File: src/rtl/diagonal_peano_curve_walker_macros.svh
// Assertion macros shared by the RTL.
`ifndef DIAGONAL_PEANO_CURVE_WALKER_MACROS_SVH
`define DIAGONAL_PEANO_CURVE_WALKER_MACROS_SVH

`ifndef NO_ASSERTIONS

// Same-cycle implication, clocked on clk, off during reset.
`define DPCW_ASSERT_NOW(label, ante, cons) \
  label: assert property (@(posedge clk) disable iff (rst) (ante) |-> (cons)) \
    else $error("same-cycle check failed");

// Next-cycle implication, clocked on clk, off during reset.
`define DPCW_ASSERT_NEXT(label, ante, cons) \
  label: assert property (@(posedge clk) disable iff (rst) (ante) |=> (cons)) \
    else $error("next-cycle check failed");

`else

`define DPCW_ASSERT_NOW(label, ante, cons)
`define DPCW_ASSERT_NEXT(label, ante, cons)

`endif

`endif

File: src/rtl/dpcw_pkg.sv
package dpcw_pkg;

  localparam int MAX_DEPTH = 8;
  localparam int DEPTH_W   = 5;   // holds 0..MAX_DEPTH, MAX_DEPTH up to 31
  localparam int COORD_W   = 12;
  localparam int HEAD_W    = 6;
  localparam int DIGIT_W   = 4;
  localparam int COLOR_W   = 8;

  localparam logic [COORD_W-1:0] COORD_MAX     = '1;
  localparam logic [HEAD_W-1:0]  HEADING_MOD   = 6'd36;
  localparam logic [HEAD_W-1:0]  HEADING_LAST  = 6'd35;
  localparam logic [HEAD_W-1:0]  HEADING_START = 6'd28;  // 1000 mod 36
  localparam logic [DIGIT_W-1:0] DIGIT_TOP     = 4'd8;

  typedef enum logic [1:0] {
    REG_CURVE_DEPTH = 2'd0,
    REG_STEP_LENGTH = 2'd1,
    REG_START_X     = 2'd2,
    REG_START_Y     = 2'd3
  } cfg_reg_t;

  // heading mod 4
  typedef enum logic [1:0] {
    MOVE_PX_PY = 2'd0,
    MOVE_PX_NY = 2'd1,
    MOVE_NX_NY = 2'd2,
    MOVE_NX_PY = 2'd3
  } move_t;

  localparam logic [COLOR_W-1:0] RED_TAB [9] =
    '{8'd0, 8'd85, 8'd170, 8'd255, 8'd170, 8'd85, 8'd0, 8'd0, 8'd0};
  localparam logic [COLOR_W-1:0] GREEN_TAB [9] =
    '{8'd255, 8'd170, 8'd85, 8'd0, 8'd0, 8'd0, 8'd0, 8'd85, 8'd170};
  localparam logic [COLOR_W-1:0] BLUE_TAB [9] =
    '{8'd0, 8'd0, 8'd0, 8'd0, 8'd85, 8'd170, 8'd255, 8'd170, 8'd85};

  // 1: turn +1, 0: turn -1, by digit value before it advances
  localparam logic [7:0] TURN_UP = 8'b1000_1110;

  function automatic logic [3:0] heading_mod9(logic [HEAD_W-1:0] h);
    logic [HEAD_W-1:0] r;
    begin
      r = h;
      if (r >= 6'd27) begin
        r = r - 6'd27;
      end else if (r >= 6'd18) begin
        r = r - 6'd18;
      end else if (r >= 6'd9) begin
        r = r - 6'd9;
      end
      return r[3:0];
    end
  endfunction

  function automatic logic [COORD_W-1:0] sat_add(logic [COORD_W-1:0] a,
                                                 logic [COORD_W-1:0] b);
    logic [COORD_W:0] s;
    begin
      s = {1'b0, a} + {1'b0, b};
      return s[COORD_W] ? COORD_MAX : s[COORD_W-1:0];
    end
  endfunction

  function automatic logic [COORD_W-1:0] sat_sub(logic [COORD_W-1:0] a,
                                                 logic [COORD_W-1:0] b);
    begin
      return (b > a) ? '0 : a - b;
    end
  endfunction

endpackage

File: src/rtl/diagonal_peano_curve_walker.sv
// Diagonal Peano curve walker.
// Input channel (item_valid / item_stall, field restart): each transfer asks
// for one segment. restart=1 starts a new curve at (start_x, start_y) and
// emits its first segment; restart=0 emits the next segment, or nothing
// when no curve is running (before any restart or after the last segment).
// Output channel (result_valid / result_stall): segment endpoints, color
// and a last_segment flag; a curve of depth d has 9**d segments.
// A result is in the output register the cycle after its item is taken.
// Throughput is one item per cycle while item_stall is low; the digit carry,
// heading turn and saturating position add all sit between the state
// registers and the output register.
// item_stall is raised only while a result is held and the receiver stalls;
// otherwise the output register is refilled in the cycle it is drained.
// Configuration (wr_en, wr_index, wr_data) is written while idle; curve_depth
// above MAX_DEPTH acts as MAX_DEPTH.
// rst (synchronous) restores register defaults, clears result_valid
// and leaves the walker idle until a restart.
`include "diagonal_peano_curve_walker_macros.svh"

module diagonal_peano_curve_walker
  import dpcw_pkg::*;
(
  input  logic               clk,
  input  logic               rst,

  input  logic               wr_en,
  input  logic [1:0]         wr_index,
  input  logic [COORD_W-1:0] wr_data,

  input  logic               item_valid,
  output logic               item_stall,
  input  logic               restart,

  output logic               result_valid,
  input  logic               result_stall,
  output logic [COORD_W-1:0] from_x,
  output logic [COORD_W-1:0] from_y,
  output logic [COORD_W-1:0] to_x,
  output logic [COORD_W-1:0] to_y,
  output logic [COLOR_W-1:0] red,
  output logic [COLOR_W-1:0] green,
  output logic [COLOR_W-1:0] blue,
  output logic               last_segment
);

  // configuration
  logic [DIGIT_W-1:0] curve_depth;
  logic [COORD_W-1:0] step_length;
  logic [COORD_W-1:0] start_x;
  logic [COORD_W-1:0] start_y;

  // walker state
  logic [COORD_W-1:0] pos_x;
  logic [COORD_W-1:0] pos_y;
  logic [HEAD_W-1:0]  heading;
  logic [DIGIT_W-1:0] digits [MAX_DEPTH];
  logic               running;

  logic [COORD_W-1:0] pos_x_next;
  logic [COORD_W-1:0] pos_y_next;
  logic [HEAD_W-1:0]  heading_next;
  logic [DIGIT_W-1:0] digits_next [MAX_DEPTH];
  logic               running_next;

  logic               item_take;
  logic               emit;
  logic [COORD_W-1:0] cur_x;
  logic [COORD_W-1:0] cur_y;
  logic [HEAD_W-1:0]  cur_heading;
  logic [DIGIT_W-1:0] cur_digits [MAX_DEPTH];
  logic [COORD_W-1:0] nx;
  logic [COORD_W-1:0] ny;
  logic [3:0]         color_idx;
  logic [DEPTH_W-1:0] depth_act;
  logic [MAX_DEPTH-1:0] eligible;
  logic [MAX_DEPTH-1:0] first;
  logic [MAX_DEPTH-1:0] seen;
  logic               found;
  logic               turn_up;
  move_t              move;

  assign item_stall = result_valid && result_stall;
  assign item_take  = item_valid && !item_stall;
  assign emit       = restart || running;

  always_ff @(posedge clk) begin
    if (rst) begin
      curve_depth <= '0;
      step_length <= COORD_W'(1);
      start_x     <= '0;
      start_y     <= '0;
    end else if (wr_en) begin
      unique case (cfg_reg_t'(wr_index))
        REG_CURVE_DEPTH: curve_depth <= wr_data[DIGIT_W-1:0];
        REG_STEP_LENGTH: step_length <= wr_data;
        REG_START_X:     start_x     <= wr_data;
        REG_START_Y:     start_y     <= wr_data;
        default: ;
      endcase
    end
  end

  // starting point of this segment: fresh curve or current state
  always_comb begin
    cur_x       = restart ? start_x : pos_x;
    cur_y       = restart ? start_y : pos_y;
    cur_heading = restart ? HEADING_START : heading;
    for (int i = 0; i < MAX_DEPTH; i++) begin
      cur_digits[i] = restart ? '0 : digits[i];
    end
  end

  always_comb begin
    move = move_t'(cur_heading[1:0]);
    nx   = cur_x;
    ny   = cur_y;
    case (move)
      MOVE_PX_PY: begin
        nx = sat_add(cur_x, step_length);
        ny = sat_add(cur_y, step_length);
      end
      MOVE_PX_NY: begin
        nx = sat_add(cur_x, step_length);
        ny = sat_sub(cur_y, step_length);
      end
      MOVE_NX_NY: begin
        nx = sat_sub(cur_x, step_length);
        ny = sat_sub(cur_y, step_length);
      end
      default: begin
        nx = sat_sub(cur_x, step_length);
        ny = sat_add(cur_y, step_length);
      end
    endcase
    color_idx = heading_mod9(cur_heading);
  end

  // base-9 counter: lowest active digit below 8 advances, lower ones wrap
  always_comb begin
    depth_act = ({1'b0, curve_depth} > DEPTH_W'(MAX_DEPTH)) ?
                DEPTH_W'(MAX_DEPTH) : {1'b0, curve_depth};
    for (int i = 0; i < MAX_DEPTH; i++) begin
      eligible[i] = (DEPTH_W'(i) < depth_act) && (cur_digits[i] < DIGIT_TOP);
    end
    seen[0]  = eligible[0];
    first[0] = eligible[0];
    for (int i = 1; i < MAX_DEPTH; i++) begin
      first[i] = eligible[i] && !seen[i-1];
      seen[i]  = eligible[i] || seen[i-1];
    end
    found   = seen[MAX_DEPTH-1];
    turn_up = 1'b0;
    for (int i = 0; i < MAX_DEPTH; i++) begin
      if (first[i]) begin
        turn_up = TURN_UP[cur_digits[i][2:0]];
      end
    end
    for (int i = 0; i < MAX_DEPTH; i++) begin
      if (first[i]) begin
        digits_next[i] = cur_digits[i] + DIGIT_W'(1);
      end else if (found && !seen[i]) begin
        digits_next[i] = '0;
      end else begin
        digits_next[i] = cur_digits[i];
      end
    end
    if (!found) begin
      heading_next = cur_heading;
    end else if (turn_up) begin
      heading_next = (cur_heading == HEADING_LAST) ? '0 : cur_heading + HEAD_W'(1);
    end else begin
      heading_next = (cur_heading == '0) ? HEADING_LAST : cur_heading - HEAD_W'(1);
    end
    pos_x_next   = nx;
    pos_y_next   = ny;
    running_next = found;
  end

  always_ff @(posedge clk) begin
    if (rst) begin
      pos_x   <= '0;
      pos_y   <= '0;
      heading <= HEADING_START;
      running <= 1'b0;
      for (int i = 0; i < MAX_DEPTH; i++) begin
        digits[i] <= '0;
      end
    end else if (item_take && emit) begin
      pos_x   <= pos_x_next;
      pos_y   <= pos_y_next;
      heading <= heading_next;
      running <= running_next;
      for (int i = 0; i < MAX_DEPTH; i++) begin
        digits[i] <= digits_next[i];
      end
    end
  end

  always_ff @(posedge clk) begin
    if (rst) begin
      result_valid <= 1'b0;
    end else if (item_take && emit) begin
      result_valid <= 1'b1;
    end else if (!result_stall) begin
      result_valid <= 1'b0;
    end
  end

  always_ff @(posedge clk) begin
    if (item_take && emit) begin
      from_x       <= cur_x;
      from_y       <= cur_y;
      to_x         <= nx;
      to_y         <= ny;
      red          <= RED_TAB[color_idx];
      green        <= GREEN_TAB[color_idx];
      blue         <= BLUE_TAB[color_idx];
      last_segment <= !found;
    end
  end

  `DPCW_ASSERT_NOW(a_heading_range, 1'b1, heading < HEADING_MOD)
  `DPCW_ASSERT_NEXT(a_last_stops, item_take && emit && !found,
                    !running && result_valid && last_segment)
  `DPCW_ASSERT_NEXT(a_idle_no_result, item_take && !emit, !result_valid)
  `DPCW_ASSERT_NEXT(a_restart_origin, item_take && restart,
                    result_valid && from_x == $past(start_x) && from_y == $past(start_y))
  `DPCW_ASSERT_NOW(a_digit_range, 1'b1, digits[0] <= DIGIT_TOP)

endmodule
File: config.mk
export PLATFORM = sky130hd
export DESIGN_NAME = diagonal_peano_curve_walker
export DESIGN_NICKNAME = d
export VERILOG_FILES = /design/src/rtl/dpcw_pkg.sv /design/src/rtl/diagonal_peano_curve_walker.sv
export VERILOG_INCLUDE_DIRS = /design/src /design/src/rtl
export SDC_FILE = /design/constraint.sdc
export NUM_CORES = 1
export LEC_CHECK = 0
export ABC_AREA = 1
export BUFFER_PORTS_ARGS = -buffer_cell sky130_fd_sc_hd__buf_4
export CAP_MARGIN = 0
export CELL_PAD_IN_SITES_DETAIL_PLACEMENT = 0
export CELL_PAD_IN_SITES_GLOBAL_PLACEMENT = 1
export CORE_MARGIN = 3
export CORE_UTILIZATION = 32
export CTS_CLUSTER_DIAMETER = 200
export DETAILED_ROUTE_END_ITERATION = 8
export GPL_TIMING_DRIVEN = 0
export PLACE_DENSITY_LB_ADDON = 0.1
export SETUP_SLACK_MARGIN = 0.2
export SLEW_MARGIN = 20
export SYNTH_ARGS = -nofsm -noshare
export SYNTH_HDL_FRONTEND = slang
export SYNTH_SLANG_ARGS = --single-unit
File: constraint.sdc
create_clock -name clk -period 9.92 [get_ports clk]
set_input_delay 0.496 -clock clk [delete_from_list [all_inputs] [get_ports clk]]
set_output_delay 0.496 -clock clk [all_outputs]
set_load 0.005 [all_outputs]
==> metrics.txt <==
Clk Latency, worst-skew pair 440 ps; most common cell after layout, fill and taps aside nand2_1; area of the core 0.0310 mm2; switching share of power 33.9%; Die Ht 184 um; DIE AREA 0.0340 mm2; DP Wirelength 25.4 mm; RSZ-0062 raised after global routing no; DR WL/cell 18.0 um; internal power 1.30 mW; Tmin final 4410 ps; Num CTS Buffers 17; post-cts sizing count 0; Slew Limit Fails 0; largest net degree at the start of global routing 42; Seq pwr share 39.8%; Critical Path Source Type input pin; flops & latches, synth 159; Final Cell Area 0.0120 mm2; Synthesis Warnings 0; share of cells above drive strength 1 14.2%; Main synth FF type edfxtp_1; worst hold-check path type in2reg; Final setup viols 0; Gate power share 25.1%; GRT Residual Overflow 0; vias post-DR 8951; asr flop ratio synth 0%; num rows 64; number of global-route vias before repair 8647; Setup Fix Bufs, Post-CTS 0; Area Overhead vs Synth 17.8%; routed vias/inst 4.88; Leakage 5.42 nW; Final Cycle Share 44.5%; Distinct cells, synth 59; Max Cap Viol 0; most frequent cells in the layout nand2_1, inv_1, a21oi_1; Worst Tran Pin Value 1010 ps; H-tree depth 4; wire length of the first global-routing pass 51.5 mm; gpl congestion 0.869; Fin. Hold Viols 0; WL final 33.0 mm; worst clock skew 14.8 ps; TritonCTS clock tree yes; DIE WIDTH 184 um; Crit Path Max Fanout 10; Clock Pin Slew Worst Setup and Hold Paths 70 ps; crit path kind in2reg; setup_tns 0 ps; hold_buf cts 0; headroom to the max-slew limit 32.7%; sequential area share after synthesis 39.9%; Max IR drop VDD 112 uV; cell area after synthesis 0.0102 mm2; Final nets 1520; power share of the clock group 35.1%; Req. time, crit path 10290 ps; Initial Utilization 32.8%; Clock Path Buffers 2; initial antenna violation count 0; Max Fclk 227 MHz; synthesized net count 1408; Final ANT Viol Nets 0; status complete, no violations; cell count after synthesis 1312; GRT Total Usage 19.8%; router iterations before antenna repair 4; clock sink count 159; clock root cell clkbuf_16; EDFF count, synth 87; number of diodes 0; Sw Pwr 665 uW; critical path data arrival time 4780 ps; Top reg by flops digits; Largest register FFs 32; Post-route DRC 0; port bufs 92; # IOs 95; PwrDens 164 mW/mm2; DR iter-0 viols 572; endpoint class of the critical path register; placed cell areas 0.0114 mm2; syn_area_per_cell 7.75 um2
[critical path, stage by stage]
cell,delay [ps]
buf_6,160
buf_4,220
clkbuf_1,500
clkbuf_1,540
o21ai_0,440
ha_1,390
clkbuf_1,330
nand2_1,120
nor3_1,220
nand3_1,110
o2111ai_1,220
nand2_1,290
inv_1,260
nand3_1,130
nand2_1,160
nand2_1,70
o21ai_1,90
[cell usage after synthesis, types with 8 or more instances]
library cell	instances	area (um2)
a21oi_1	122	611
buf_2	8	40.0
buf_4	20	150
clkbuf_1	27	101
dfxtp_1	72	1440
edfxtp_1	87	2610
ha_1	72	901
inv_1	185	694
nand2_1	284	1070
nand2_2	8	50.1
nand3_1	58	290
nand4_1	13	81.3
nor2_1	81	304
nor3_1	19	95.1
o211ai_1	8	60.1
o21ai_0	121	606
o21ai_1	16	80.1
xor2_1	23	201
[metrics by stage]
| step | worst slack, ps | hold slack (ps) | cells | power [mW] | utilization [%] |
|---|---|---|---|---|---|
| final | 5510 | 342 | 1833 | 1.96 | 38.7 |
| after global routing | 5060 | 318 | 1833 | 2.08 | 38.7 |
| after CTS | 5440 | 308 | 1833 | 1.99 | 38.7 |
| after detailed placement | 4970 | 439 | 1801 | 1.29 | 36.7 |
| after global placement | 4830 | 434 | 1800 | 1.29 | 36.6 |
| after floorplan | 6430 | 423 | 1312 | 1.11 | - |
[area by class of cell]
class / instances / area (um2)
Clock buffer: 19 / 475
Buffer: 59 / 329
Tap cell: 396 / 495
Sequential cell: 159 / 4050
Multi-Input combinational cell: 901 / 5060
Timing Repair Buffer: 93 / 711
Inverter: 193 / 729
Fill cell: 3228 / 19000
Clock inverter: 13 / 124
[metal layers]
metal  up-vias  track usage (%)  routed length (um)
met3        36             2.92                1310
li1       4563                -                   -
met4         0             5.05                 448
met1      4145             29.2               16800
met5         -                0                   0
met2       207             30.6               14400
[path summary, 6_finish.rpt]
path                      startpoint                     endpoint  slack [ps]  cells past startpoint
max                          restart        pos_x[8]$_SDFFE_PP0P_        5510                     17
min                       wr_data[0]  step_length[0]$_SDFFE_PP1P_         340                      3
max reg2reg  heading[1]$_SDFFE_PP0P_            to_y[0]$_DFFE_PP_        5780                     12
min reg2reg  start_x[5]$_SDFFE_PP0P_      start_x[5]$_SDFFE_PP0P_         450                      2
[power by group through the flow]
stage	sequential (mW)	combinational, mW	clock [mW]
after global routing	0.789	0.557	0.732
after floorplan	0.794	0.313	0
after detailed placement	0.798	0.494	0
final	0.783	0.493	0.688
after global placement	0.798	0.494	0
after CTS	0.783	0.496	0.707
[cell families after synthesis]
group                      share of synthesized area, %
and+or+nand+nor                                    21.1
AOI/OAI and AO/OA                                  16.8
buffers and inverters                              10.4
DFF                                                39.9
adders and majority gates                          9.64
xor gates and xnor gates                           2.24
No activity file was read; power rests on OpenSTA's default activity.
